`src/rgb_to_hsv_converter_macros.svh`:
```
// Assertion macros shared by the converter RTL.
`ifndef RGB_TO_HSV_CONVERTER_MACROS_SVH
`define RGB_TO_HSV_CONVERTER_MACROS_SVH

// Same-cycle implication, sampled on clk, off while arst_n is low.
`define HSV_ASSERT_IMP(label, ante, cons) \
	label: assert property (@(posedge clk) disable iff (!arst_n) (ante) |-> (cons)) \
		else $error("rgb_to_hsv_converter: check failed");

// Next-cycle implication, sampled on clk, off while arst_n is low.
`define HSV_ASSERT_NXT(label, ante, cons) \
	label: assert property (@(posedge clk) disable iff (!arst_n) (ante) |=> (cons)) \
		else $error("rgb_to_hsv_converter: check failed");

`endif

```
`src/hsv_pkg.sv`:
```
package hsv_pkg;

	localparam int CHANNEL_BITS  = 8;
	localparam int HUE_FRAC_BITS = 6;

	localparam int HUE_BITS   = 9 + HUE_FRAC_BITS;
	localparam int SAT_FRAC   = 15;
	localparam int SAT_BITS   = SAT_FRAC + 1;
	localparam int HUE_SCALE  = 60 * (2 ** HUE_FRAC_BITS);
	localparam int T_BITS     = CHANNEL_BITS + 3;

	localparam int DIV_QW      = (HUE_BITS > SAT_BITS) ? HUE_BITS : SAT_BITS;
	localparam int DIV_NW      = CHANNEL_BITS + DIV_QW;
	localparam int DIV_BASE    = 2;
	localparam int PIPE_STAGES = DIV_QW + DIV_BASE;

	localparam logic [SAT_BITS-1:0] SAT_ONE  = SAT_BITS'(1) << SAT_FRAC;
	localparam logic [HUE_BITS-1:0] HUE_FULL = HUE_BITS'(360 * (2 ** HUE_FRAC_BITS));

	typedef struct packed {
		logic [CHANNEL_BITS-1:0] red;
		logic [CHANNEL_BITS-1:0] green;
		logic [CHANNEL_BITS-1:0] blue;
	} rgb_t;

	typedef struct packed {
		logic [HUE_BITS-1:0]     hue;
		logic [SAT_BITS-1:0]     saturation;
		logic [CHANNEL_BITS-1:0] brightness;
	} hsv_t;

	typedef enum logic [2:0] {
		SEC_RED   = 3'b001,
		SEC_GREEN = 3'b010,
		SEC_BLUE  = 3'b100
	} sector_t;

	typedef struct packed {
		logic [DIV_NW-1:0]       num;
		logic [CHANNEL_BITS-1:0] den;
	} div_op_t;

	typedef struct packed {
		div_op_t                 hue_op;
		div_op_t                 sat_op;
		logic [CHANNEL_BITS-1:0] brightness;
	} prep_out_t;

	typedef struct packed {
		logic [PIPE_STAGES-1:0] en;
	} pipe_ctl_t;

endpackage

```
`src/rgb_to_hsv_converter.sv`:
```
// RGB to HSV converter: one pixel beat in and one HSV beat out per clock while hsv_ready is high.
// Two stages find max, min, sector and the division operands, then saturation and hue
// each go through a pipelined restoring divider that settles one quotient bit per stage,
// and the last divider stage is the output register. Stages with no beat in them close
// up while the output is stalled, so input keeps being taken until the whole pipeline is
// full. Hue is degrees times 64 (floor, 0 for gray), saturation is Q1.15 (floor, 32768
// is 1.0), brightness is the largest channel.
`include "rgb_to_hsv_converter_macros.svh"

module rgb_to_hsv_converter (
	input  logic          clk,
	input  logic          arst_n,
	input  logic          pix_valid,
	output logic          pix_ready,
	input  hsv_pkg::rgb_t pix,
	output logic          hsv_valid,
	input  logic          hsv_ready,
	output hsv_pkg::hsv_t hsv
);

	hsv_pkg::pipe_ctl_t               ctl;
	hsv_pkg::prep_out_t               prep;
	logic [hsv_pkg::DIV_QW-1:0]       hue_quo, sat_quo;
	logic [hsv_pkg::CHANNEL_BITS-1:0] bright_s [hsv_pkg::DIV_QW];

	hsv_ctrl u_ctrl (
		.clk       (clk),
		.arst_n    (arst_n),
		.pix_valid (pix_valid),
		.pix_ready (pix_ready),
		.hsv_valid (hsv_valid),
		.hsv_ready (hsv_ready),
		.ctl       (ctl)
	);

	hsv_prep u_prep (
		.clk (clk),
		.ctl (ctl),
		.pix (pix),
		.res (prep)
	);

	hsv_div u_div_hue (
		.clk (clk),
		.ctl (ctl),
		.op  (prep.hue_op),
		.quo (hue_quo)
	);

	hsv_div u_div_sat (
		.clk (clk),
		.ctl (ctl),
		.op  (prep.sat_op),
		.quo (sat_quo)
	);

	always_ff @(posedge clk) begin
		if (ctl.en[hsv_pkg::DIV_BASE]) begin
			bright_s[0] <= prep.brightness;
		end
		for (int j = 1; j < hsv_pkg::DIV_QW; j++) begin
			if (ctl.en[hsv_pkg::DIV_BASE + j]) begin
				bright_s[j] <= bright_s[j-1];
			end
		end
	end

	assign hsv.hue        = hue_quo[hsv_pkg::HUE_BITS-1:0];
	assign hsv.saturation = sat_quo[hsv_pkg::SAT_BITS-1:0];
	assign hsv.brightness = bright_s[hsv_pkg::DIV_QW-1];

	`HSV_ASSERT_IMP(a_black_is_zero, hsv_valid && hsv.brightness == '0, hsv.saturation == '0 && hsv.hue == '0)
	`HSV_ASSERT_IMP(a_sat_in_range, hsv_valid, hsv.saturation <= hsv_pkg::SAT_ONE)
	`HSV_ASSERT_IMP(a_hue_in_range, hsv_valid, hsv.hue < hsv_pkg::HUE_FULL)

endmodule

```
`src/hsv_ctrl.sv`:
```
`include "rgb_to_hsv_converter_macros.svh"

module hsv_ctrl (
	input  logic               clk,
	input  logic               arst_n,
	input  logic               pix_valid,
	output logic               pix_ready,
	output logic               hsv_valid,
	input  logic               hsv_ready,
	output hsv_pkg::pipe_ctl_t ctl
);

	logic [hsv_pkg::PIPE_STAGES-1:0] valid_s;
	logic [hsv_pkg::PIPE_STAGES-1:0] load;

	// A stage may load when the output drains or any stage at or after it holds a bubble.
	always_comb begin
		for (int k = 0; k < hsv_pkg::PIPE_STAGES; k++) begin
			load[k] = hsv_ready ||
				((~valid_s & ({hsv_pkg::PIPE_STAGES{1'b1}} << k)) != '0);
		end
	end

	always_ff @(posedge clk or negedge arst_n) begin
		if (!arst_n) begin
			valid_s <= '0;
		end else begin
			if (load[0]) begin
				valid_s[0] <= pix_valid;
			end
			for (int k = 1; k < hsv_pkg::PIPE_STAGES; k++) begin
				if (load[k]) begin
					valid_s[k] <= valid_s[k-1];
				end
			end
		end
	end

	assign pix_ready = load[0];
	assign hsv_valid = valid_s[hsv_pkg::PIPE_STAGES-1];
	assign ctl.en    = load;

	`HSV_ASSERT_NXT(a_accept_fills_first, pix_valid && pix_ready, valid_s[0])
	`HSV_ASSERT_IMP(a_bubble_gives_ready, !(&valid_s), pix_ready)

endmodule

```
`src/hsv_prep.sv`:
```
module hsv_prep (
	input  logic                 clk,
	input  hsv_pkg::pipe_ctl_t   ctl,
	input  hsv_pkg::rgb_t        pix,
	output hsv_pkg::prep_out_t   res
);

	logic [hsv_pkg::CHANNEL_BITS-1:0] mx, mn, mn_rg;
	hsv_pkg::sector_t                 sec;
	logic [hsv_pkg::T_BITS-1:0]       diff;
	logic                             wrap;

	logic [hsv_pkg::CHANNEL_BITS-1:0] mx_s1, mn_s1;
	hsv_pkg::sector_t                 sec_s1;
	logic [hsv_pkg::T_BITS-1:0]       diff_s1;
	logic                             wrap_s1;

	logic [hsv_pkg::CHANNEL_BITS-1:0] delta;
	logic [hsv_pkg::T_BITS-1:0]       dext, base, t;
	hsv_pkg::prep_out_t               nx;
	hsv_pkg::prep_out_t               res_s2;

	always_comb begin
		if (pix.red >= pix.green && pix.red >= pix.blue) begin
			sec = hsv_pkg::SEC_RED;
			mx  = pix.red;
		end else if (pix.green >= pix.blue) begin
			sec = hsv_pkg::SEC_GREEN;
			mx  = pix.green;
		end else begin
			sec = hsv_pkg::SEC_BLUE;
			mx  = pix.blue;
		end
		mn_rg = (pix.red < pix.green) ? pix.red : pix.green;
		mn    = (mn_rg < pix.blue) ? mn_rg : pix.blue;
		unique case (sec)
			hsv_pkg::SEC_RED: begin
				diff = hsv_pkg::T_BITS'(pix.green) - hsv_pkg::T_BITS'(pix.blue);
				wrap = pix.green < pix.blue;
			end
			hsv_pkg::SEC_GREEN: begin
				diff = hsv_pkg::T_BITS'(pix.blue) - hsv_pkg::T_BITS'(pix.red);
				wrap = 1'b0;
			end
			hsv_pkg::SEC_BLUE: begin
				diff = hsv_pkg::T_BITS'(pix.red) - hsv_pkg::T_BITS'(pix.green);
				wrap = 1'b0;
			end
			default: begin
				diff = '0;
				wrap = 1'b0;
			end
		endcase
	end

	always_ff @(posedge clk) begin
		if (ctl.en[0]) begin
			mx_s1   <= mx;
			mn_s1   <= mn;
			sec_s1  <= sec;
			diff_s1 <= diff;
			wrap_s1 <= wrap;
		end
	end

	// The hue numerator is taken modulo 2^T_BITS; its true value is below 6*delta, and 0 for gray.
	always_comb begin
		delta = mx_s1 - mn_s1;
		dext  = hsv_pkg::T_BITS'(delta);
		unique case (sec_s1)
			hsv_pkg::SEC_RED:   base = wrap_s1 ? ((dext << 2) + (dext << 1)) : '0;
			hsv_pkg::SEC_GREEN: base = dext << 1;
			hsv_pkg::SEC_BLUE:  base = dext << 2;
			default:            base = '0;
		endcase
		t = base + diff_s1;
		nx.hue_op.num = hsv_pkg::DIV_NW'(t) * hsv_pkg::DIV_NW'(hsv_pkg::HUE_SCALE);
		nx.hue_op.den = (delta == '0) ? hsv_pkg::CHANNEL_BITS'(1) : delta;
		nx.sat_op.num = hsv_pkg::DIV_NW'(delta) << hsv_pkg::SAT_FRAC;
		nx.sat_op.den = (mx_s1 == '0) ? hsv_pkg::CHANNEL_BITS'(1) : mx_s1;
		nx.brightness = mx_s1;
	end

	always_ff @(posedge clk) begin
		if (ctl.en[1]) begin
			res_s2 <= nx;
		end
	end

	assign res = res_s2;

endmodule

```
`src/hsv_div.sv`:
```
module hsv_div (
	input  logic                       clk,
	input  hsv_pkg::pipe_ctl_t         ctl,
	input  hsv_pkg::div_op_t           op,
	output logic [hsv_pkg::DIV_QW-1:0] quo
);

	logic [hsv_pkg::DIV_NW-1:0]       acc_in [hsv_pkg::DIV_QW];
	logic [hsv_pkg::CHANNEL_BITS-1:0] den_in [hsv_pkg::DIV_QW];
	logic [hsv_pkg::DIV_NW-1:0]       acc_nx [hsv_pkg::DIV_QW];
	logic [hsv_pkg::CHANNEL_BITS:0]   trial  [hsv_pkg::DIV_QW];
	logic [hsv_pkg::CHANNEL_BITS:0]   rem    [hsv_pkg::DIV_QW];
	logic                             ge     [hsv_pkg::DIV_QW];

	logic [hsv_pkg::DIV_NW-1:0]       acc_s  [hsv_pkg::DIV_QW];
	logic [hsv_pkg::CHANNEL_BITS-1:0] den_s  [hsv_pkg::DIV_QW-1];

	// One restoring step per stage; the quotient bits shift in at the bottom of the accumulator.
	always_comb begin
		acc_in[0] = op.num;
		den_in[0] = op.den;
		for (int j = 1; j < hsv_pkg::DIV_QW; j++) begin
			acc_in[j] = acc_s[j-1];
			den_in[j] = den_s[j-1];
		end
		for (int j = 0; j < hsv_pkg::DIV_QW; j++) begin
			trial[j] = {acc_in[j][hsv_pkg::DIV_NW-1:hsv_pkg::DIV_QW],
				acc_in[j][hsv_pkg::DIV_QW-1]};
			ge[j]    = trial[j] >= {1'b0, den_in[j]};
			rem[j]   = ge[j] ? (trial[j] - {1'b0, den_in[j]}) : trial[j];
			acc_nx[j] = {rem[j][hsv_pkg::CHANNEL_BITS-1:0],
				acc_in[j][hsv_pkg::DIV_QW-2:0], ge[j]};
		end
	end

	for (genvar j = 0; j < hsv_pkg::DIV_QW; j++) begin : g_stage
		always_ff @(posedge clk) begin
			if (ctl.en[hsv_pkg::DIV_BASE + j]) begin
				acc_s[j] <= acc_nx[j];
			end
		end
		if (j < hsv_pkg::DIV_QW - 1) begin : g_den
			always_ff @(posedge clk) begin
				if (ctl.en[hsv_pkg::DIV_BASE + j]) begin
					den_s[j] <= den_in[j];
				end
			end
		end
	end

	assign quo = acc_s[hsv_pkg::DIV_QW-1][hsv_pkg::DIV_QW-1:0];

endmodule
```
`config.mk`:
```
export PLATFORM = sky130hd
export DESIGN_NAME = rgb_to_hsv_converter
export DESIGN_NICKNAME = d
export VERILOG_FILES = /design/src/hsv_pkg.sv /design/src/rgb_to_hsv_converter.sv /design/src/hsv_ctrl.sv /design/src/hsv_prep.sv /design/src/hsv_div.sv
export VERILOG_INCLUDE_DIRS = /design/src /design/src/src
export SDC_FILE = /design/constraint.sdc
export NUM_CORES = 2
export LEC_CHECK = 0
export ABC_AREA = 1
export BUFFER_PORTS_ARGS = -buffer_cell sky130_fd_sc_hd__clkbuf_2
export CAP_MARGIN = 30
export CORE_ASPECT_RATIO = 1.1
export CORE_UTILIZATION = 45
export DETAILED_ROUTE_END_ITERATION = 10
export GPL_TIMING_DRIVEN = 0
export SYNTH_ARGS = -nofsm -noshare
export SYNTH_HDL_FRONTEND = slang
export SYNTH_SLANG_ARGS = --single-unit
```
`constraint.sdc`:
```
create_clock -name clk -period 8.4 [get_ports clk]
set_input_delay 1.68 -clock clk [delete_from_list [all_inputs] [get_ports clk]]
set_output_delay 1.68 -clock clk [all_outputs]
set_load 0.03 [all_outputs]
```
== After elaboration in Yosys (flattened, before gate mapping) ==
Memory sizes are Yosys's and may differ from the RTL's.
Cells that the tools add are included.
Storage, ports and cells
  register bits: 96
  memory bits (writable): 1136
  output and inout bits: 41
  word-level logic and storage cells: 228
  memories kept: 5
Memories
  u_div_hue.acc_s: words 16, width 24, read ports 16, clocked after memory_dff 0, wr ports 16, line hsv_div.sv:15  | logic [hsv_pkg::DIV_NW-1:0] acc_s [hsv_pkg::DIV_QW];
  u_div_sat.acc_s: words 16, width 24, read ports 16, clocked after memory_dff 0, wr ports 16, line hsv_div.sv:15
  bright_s: words 16, width 8, read ports 16, clocked after memory_dff 0, wr ports 16, line rgb_to_hsv_converter.sv:24  | logic [hsv_pkg::CHANNEL_BITS-1:0] bright_s [hsv_pkg::DIV_QW];
  u_div_hue.den_s: words 15, width 8, read ports 15, clocked after memory_dff 0, wr ports 15, line hsv_div.sv:16  | logic [hsv_pkg::CHANNEL_BITS-1:0] den_s [hsv_pkg::DIV_QW-1];
  u_div_sat.den_s: words 15, width 8, read ports 15, clocked after memory_dff 0, wr ports 15, line hsv_div.sv:16
Operators by class
  add/sub/neg operators: 38
  multiply operators: 1
  $lt $le $gt $ge: 38
  eq/ne operators: 6
  mux-type cells: 73
  bitwise logic cells: 1
  reductions and logical operators: 38
Operators by type and width (count)
  $reduce_bool A18 Y1: 17
  $mux W8: 36
  $ge A9 B8 Y1: 30
  $sub A8 B8 Y8: 33
  $pmux W11 S3: 2
  $ge A8 B8 Y1: 5
  $mux W1: 32
  $sub A8 B8 Y9: 3
  $lt A8 B8 Y1: 3
  $logic_or A1 B1 Y1: 18
  $not A18 Y18: 1
  $logic_not A8 Y1: 2
  $mul A11 B4 Y15 const B: 1
  $add A10 B9 Y11: 1
  $add A11 B11 Y11: 1
  $mux W11: 1
  $eq A3 B1 Y1 const B: 2
  $eq A3 B2 Y1 const B: 2
  $eq A3 B3 Y1 const B: 2
  $mux W3: 2
  $logic_and A1 B1 Y1: 1

== Longest topological paths before layout ==
  depth after elaboration: 6
  depth in mapped cells: 38

== Modules after synthesis ==
Synthesis repeated with hierarchy kept, for this count alone.
Unflattened totals
  cell total of the unflattened synthesis: 5445
  area, all modules: 59005.3 µm²
By module, submodules not included
  hsv_div (u_div_sat): instances 1, cells an instance 2183, area an instance 23696.5 µm²
  hsv_div (u_div_hue): instances 1, cells an instance 2185, area an instance 23650.2 µm²
  hsv_prep: instances 1, cells an instance 830, area an instance 6892.9 µm²
  rgb_to_hsv_converter: instances 1, cells an instance 136, area an instance 3903.7 µm²
  hsv_ctrl: instances 1, cells an instance 111, area an instance 862.1 µm²

== Worst setup path after synthesis ==
Ideal clock, no wire load.
  path kind: in2out
  from: in hsv_ready
  to: out pix_ready
  arrival time: 6.045 ns
  data required time: 6.720 ns
  setup slack: 0.675 ns
  cell stages on the path: 10
  path buffers: 0
  cells stage by stage: nor2_4 -> nand2_4 -> nor2_8 -> nand3_4 -> nor3_4 -> nand4_4 -> nor2_4 -> nand3_4 -> nor2_4 -> nand3_1
Between the ends
  word-level cells in the longest chain between the ends: 1
RTL lines
  start, declared: line rgb_to_hsv_converter.sv:17  | input logic hsv_ready,
  $logic_or A1 B1 Y1: line hsv_ctrl.sv:19  | load[k] = hsv_ready ||
  end, declared: line rgb_to_hsv_converter.sv:14  | output logic pix_ready,
No other way between the ends.

== Worst setup path after layout ==
Ends and elaborated chain as after synthesis.

==> results_dict.tcl <==
set metrics [dict create \
    worstMarginPinSlew_ns 1.007 \
    yosysWarnings 0 \
    die_h_um 340 \
    max_freq_ghz 0.1330 \
    cp.required_ns 6.72 \
    endpoint_kind "output port" \
    setup_violations 0 \
    arrival_ns 5.84 \
    ys_ff_latch 986 \
    synth_cells 3941 \
    r2r_start "u_prep.mx_s1[0]" \
    overflow 0 \
    finalNonFillerCells 5584 \
    clk_pin_slew_ns 0.06 \
    drc 0 \
    grt_max_degree 70 \
    die-width_um 309.3 \
    finalWorstSetupSlack_ns 0.8832 \
    crit_start "hsv_ready" \
    synth_edf_count 968 \
    fin_crit_sh_pct 89.49 \
    rr_endpoint "u_prep.res[70]" \
    drt_iter0_markers 1287 \
    synth-seq-area-share_pct 63.16 \
    port_buffers 68 \
    layout_commonest_cell "edfxtp_1" \
    maxCapViolCount 0 \
    start_util_pct 45.53 \
    min_path_type "reg2reg" \
    critPathMaxFanout 69 \
    met2_length_um 41470 \
    hold_viol 0 \
    setup_tns_ns 0 \
    antenna_cells 0 \
    grt_pass1_wl_um 128700 \
    ios 69 \
    async_flop_share_pct 1.826 \
    grt_usage_pct 15.02 \
    critPathKind "in2out" \
    status "finished, final reports clean" \
    clock-sinks 986 \
    worstHoldStart "u_div_sat.den_s[0][58]" \
    cts_tree "yes" \
    dp_hpwl_um 58460 \
    vias 26932 \
    nNetsFinal 4537 \
    numCtsBuffers 101 \
    highest_layer "met4" \
    antenna_found_initial 1 \
    synth.avg_cell_area_um2 11.86 \
    cts-resized-gates 0 \
    gp_congestion 0.8673 \
    post_cts_buffers 0 \
    dr.pass1.iters 5 \
    wl_met3_um 2544 \
    rsz0062_at_grt "no" \
    ant_nets 0 \
    ys.flop_type "edfxtp_1" \
    wl_per_cell_um 13.84 \
    die_area_um2 105200 \
    drive_gt1_share_pct 7.413 \
    htreeDepth 3 \
    holdBufCountCts 0 \
    synth_nets 4351 \
    finalCriticalPeriod_ns 7.517 \
    cts-root-buf "clkbuf_16" \
    pre_cts_ws_ns 0.6965 \
    dpl.cell_count 5398 \
    syn_to_final_growth_pct 12.12 \
    crit_path_start_kind "input port" \
    cp-endpoint "pix_ready" \
    rows 123 \
    insertion_delay_ns 0.68 \
    slew_headroom_pct 32.47 \
    fin_skew_ns 0.06068 \
    regToRegSetupSlack_ns 1.63 \
    cts_buffer_depth 3 \
    ys_types 54 \
    reg2regPathDepth 33 \
    syn_area_um2 46740 \
    grt_pass1_vias 26993 \
    core_area_um2 102700 \
    wirelength_um 77280 \
    mostFrequentLayoutCells "edfxtp_1 (968), nand2_1 (813), inv_1 (571)" \
    viasPerCell 4.823 \
    wl_met1_um 31790 \
    slew_violations 0 \
]
[area by class of cell]
type / instances / area (um2)
buffer: 25 / 135.1
tap: 1375 / 1720
inverter: 615 / 2310
fill: 8901 / 50250
timing repair buffer: 83 / 630.6
clock inverter: 49 / 525.5
sequential: 986 / 29520
clock buffer: 136 / 2753
multi-input combinational: 2315 / 14810
[cell usage after synthesis, types with 2 or more instances]
library cell	n	area, um2
o211ai_1	13	97.59
and2_1	3	18.77
nand3_4	2	35.03
a21o_1	24	180.2
inv_1	574	2155
a21oi_1	196	980.9
or4_1	5	37.54
a21boi_1	2	15.01
nand4_1	34	212.7
o21ai_0	43	215.2
nor2_4	4	45.04
buf_4	8	60.06
or2_1	4	25.02
buf_2	3	15.01
ha_1	330	4129
nand3b_1	6	45.04
o21a_1	3	22.52
a31oi_1	4	25.02
or3_1	5	31.28
nand3_1	268	1341
nor2_1	107	401.6
a211oi_1	5	37.54
nand2_2	4	25.02
o21ai_1	120	600.6
inv_2	34	127.6
nand2_1	820	3078
o21bai_1	11	82.58
o41ai_1	2	17.52
clkbuf_1	13	48.80
dfrtp_1	18	450.4
fa_1	52	1041
xor2_1	135	1182
clkinv_1	6	22.52
or2_2	12	75.07
edfxtp_1	968	29070
nor3_1	36	180.2
xnor2_1	44	385.4
o22ai_1	3	18.77
o221ai_1	5	43.79
[state kept, by name (all words and copies together) (netlist names)]
name,cells
u_div_sat.den_s,120
u_div_hue.den_s,120
u_ctrl.valid_s,18
u_prep.mx_s1,8
u_div_hue.acc_s,268
u_div_sat.acc_s,256
u_prep.sec_s1,3
u_prep.wrap_s1,1
u_prep.mn_s1,8
bright_s,128
u_prep.diff_s1,9
u_prep.res,47
[critical path, cell delays in order]
cell	delay, ns
clkbuf_2	0.11
nor2_4	0.15
nand2_4	0.44
nor2_8	0.34
nand3_4	0.20
nor3_4	0.33
nand4_4	0.28
nor2_4	0.23
nand3_4	0.58
nor2_4	0.35
nand3_2	0.69
clkbuf_2	0.41
[per-layer routing]
metal	up-vias	track usage, %
met4	0	4.590
met1	12554	17.02
li1	13926	-
met2	348	28.68
met5	-	0
met3	104	2.204
[through the flow]
stage | hold WS, ns | cell area, um2 | util (%)
after floorplan | 0.4003 | 46740 | -
after CTS | 0.4032 | 52400 | 51.04
after global routing | 0.4188 | 52400 | 51.05
after global placement | 0.4001 | 48800 | 47.54
after detailed placement | 0.4045 | 49120 | 47.85
final | 0.4032 | 52400 | 51.05
[kinds of logic (layout without fill, tap and decap cells)]
logic type               Yosys count  count (layout)  share of synthesized area, %
AND/OR/NAND/NOR                 1317            1317                         12.07
flip-flops                       986             986                         63.16
buffers and inverters            640             908                         5.231
AO/OA/AOI/OAI                    437             437                         5.119
adder cells (fa/ha/maj)          382             382                         11.06
XOR/XNOR                         179             179                         3.354
[worst min-delay path by stage]
stage                                   endpoint  slack (ns)  cells past startpoint
final                      u_div_sat.den_s[1][2]        0.40                      0
after floorplan                   bright_s[0][0]        0.40                      0
after detailed placement         bright_s[0][25]        0.40                      0
after global routing      u_div_hue.acc_s[1][98]        0.42                      0
after global placement            bright_s[0][7]        0.40                      0
after CTS                  u_div_sat.den_s[1][2]        0.40                      0
Power is left out: the tool's default activity adds up to more than one toggle a clock period on the data nets, which glitch-free logic cannot reach.
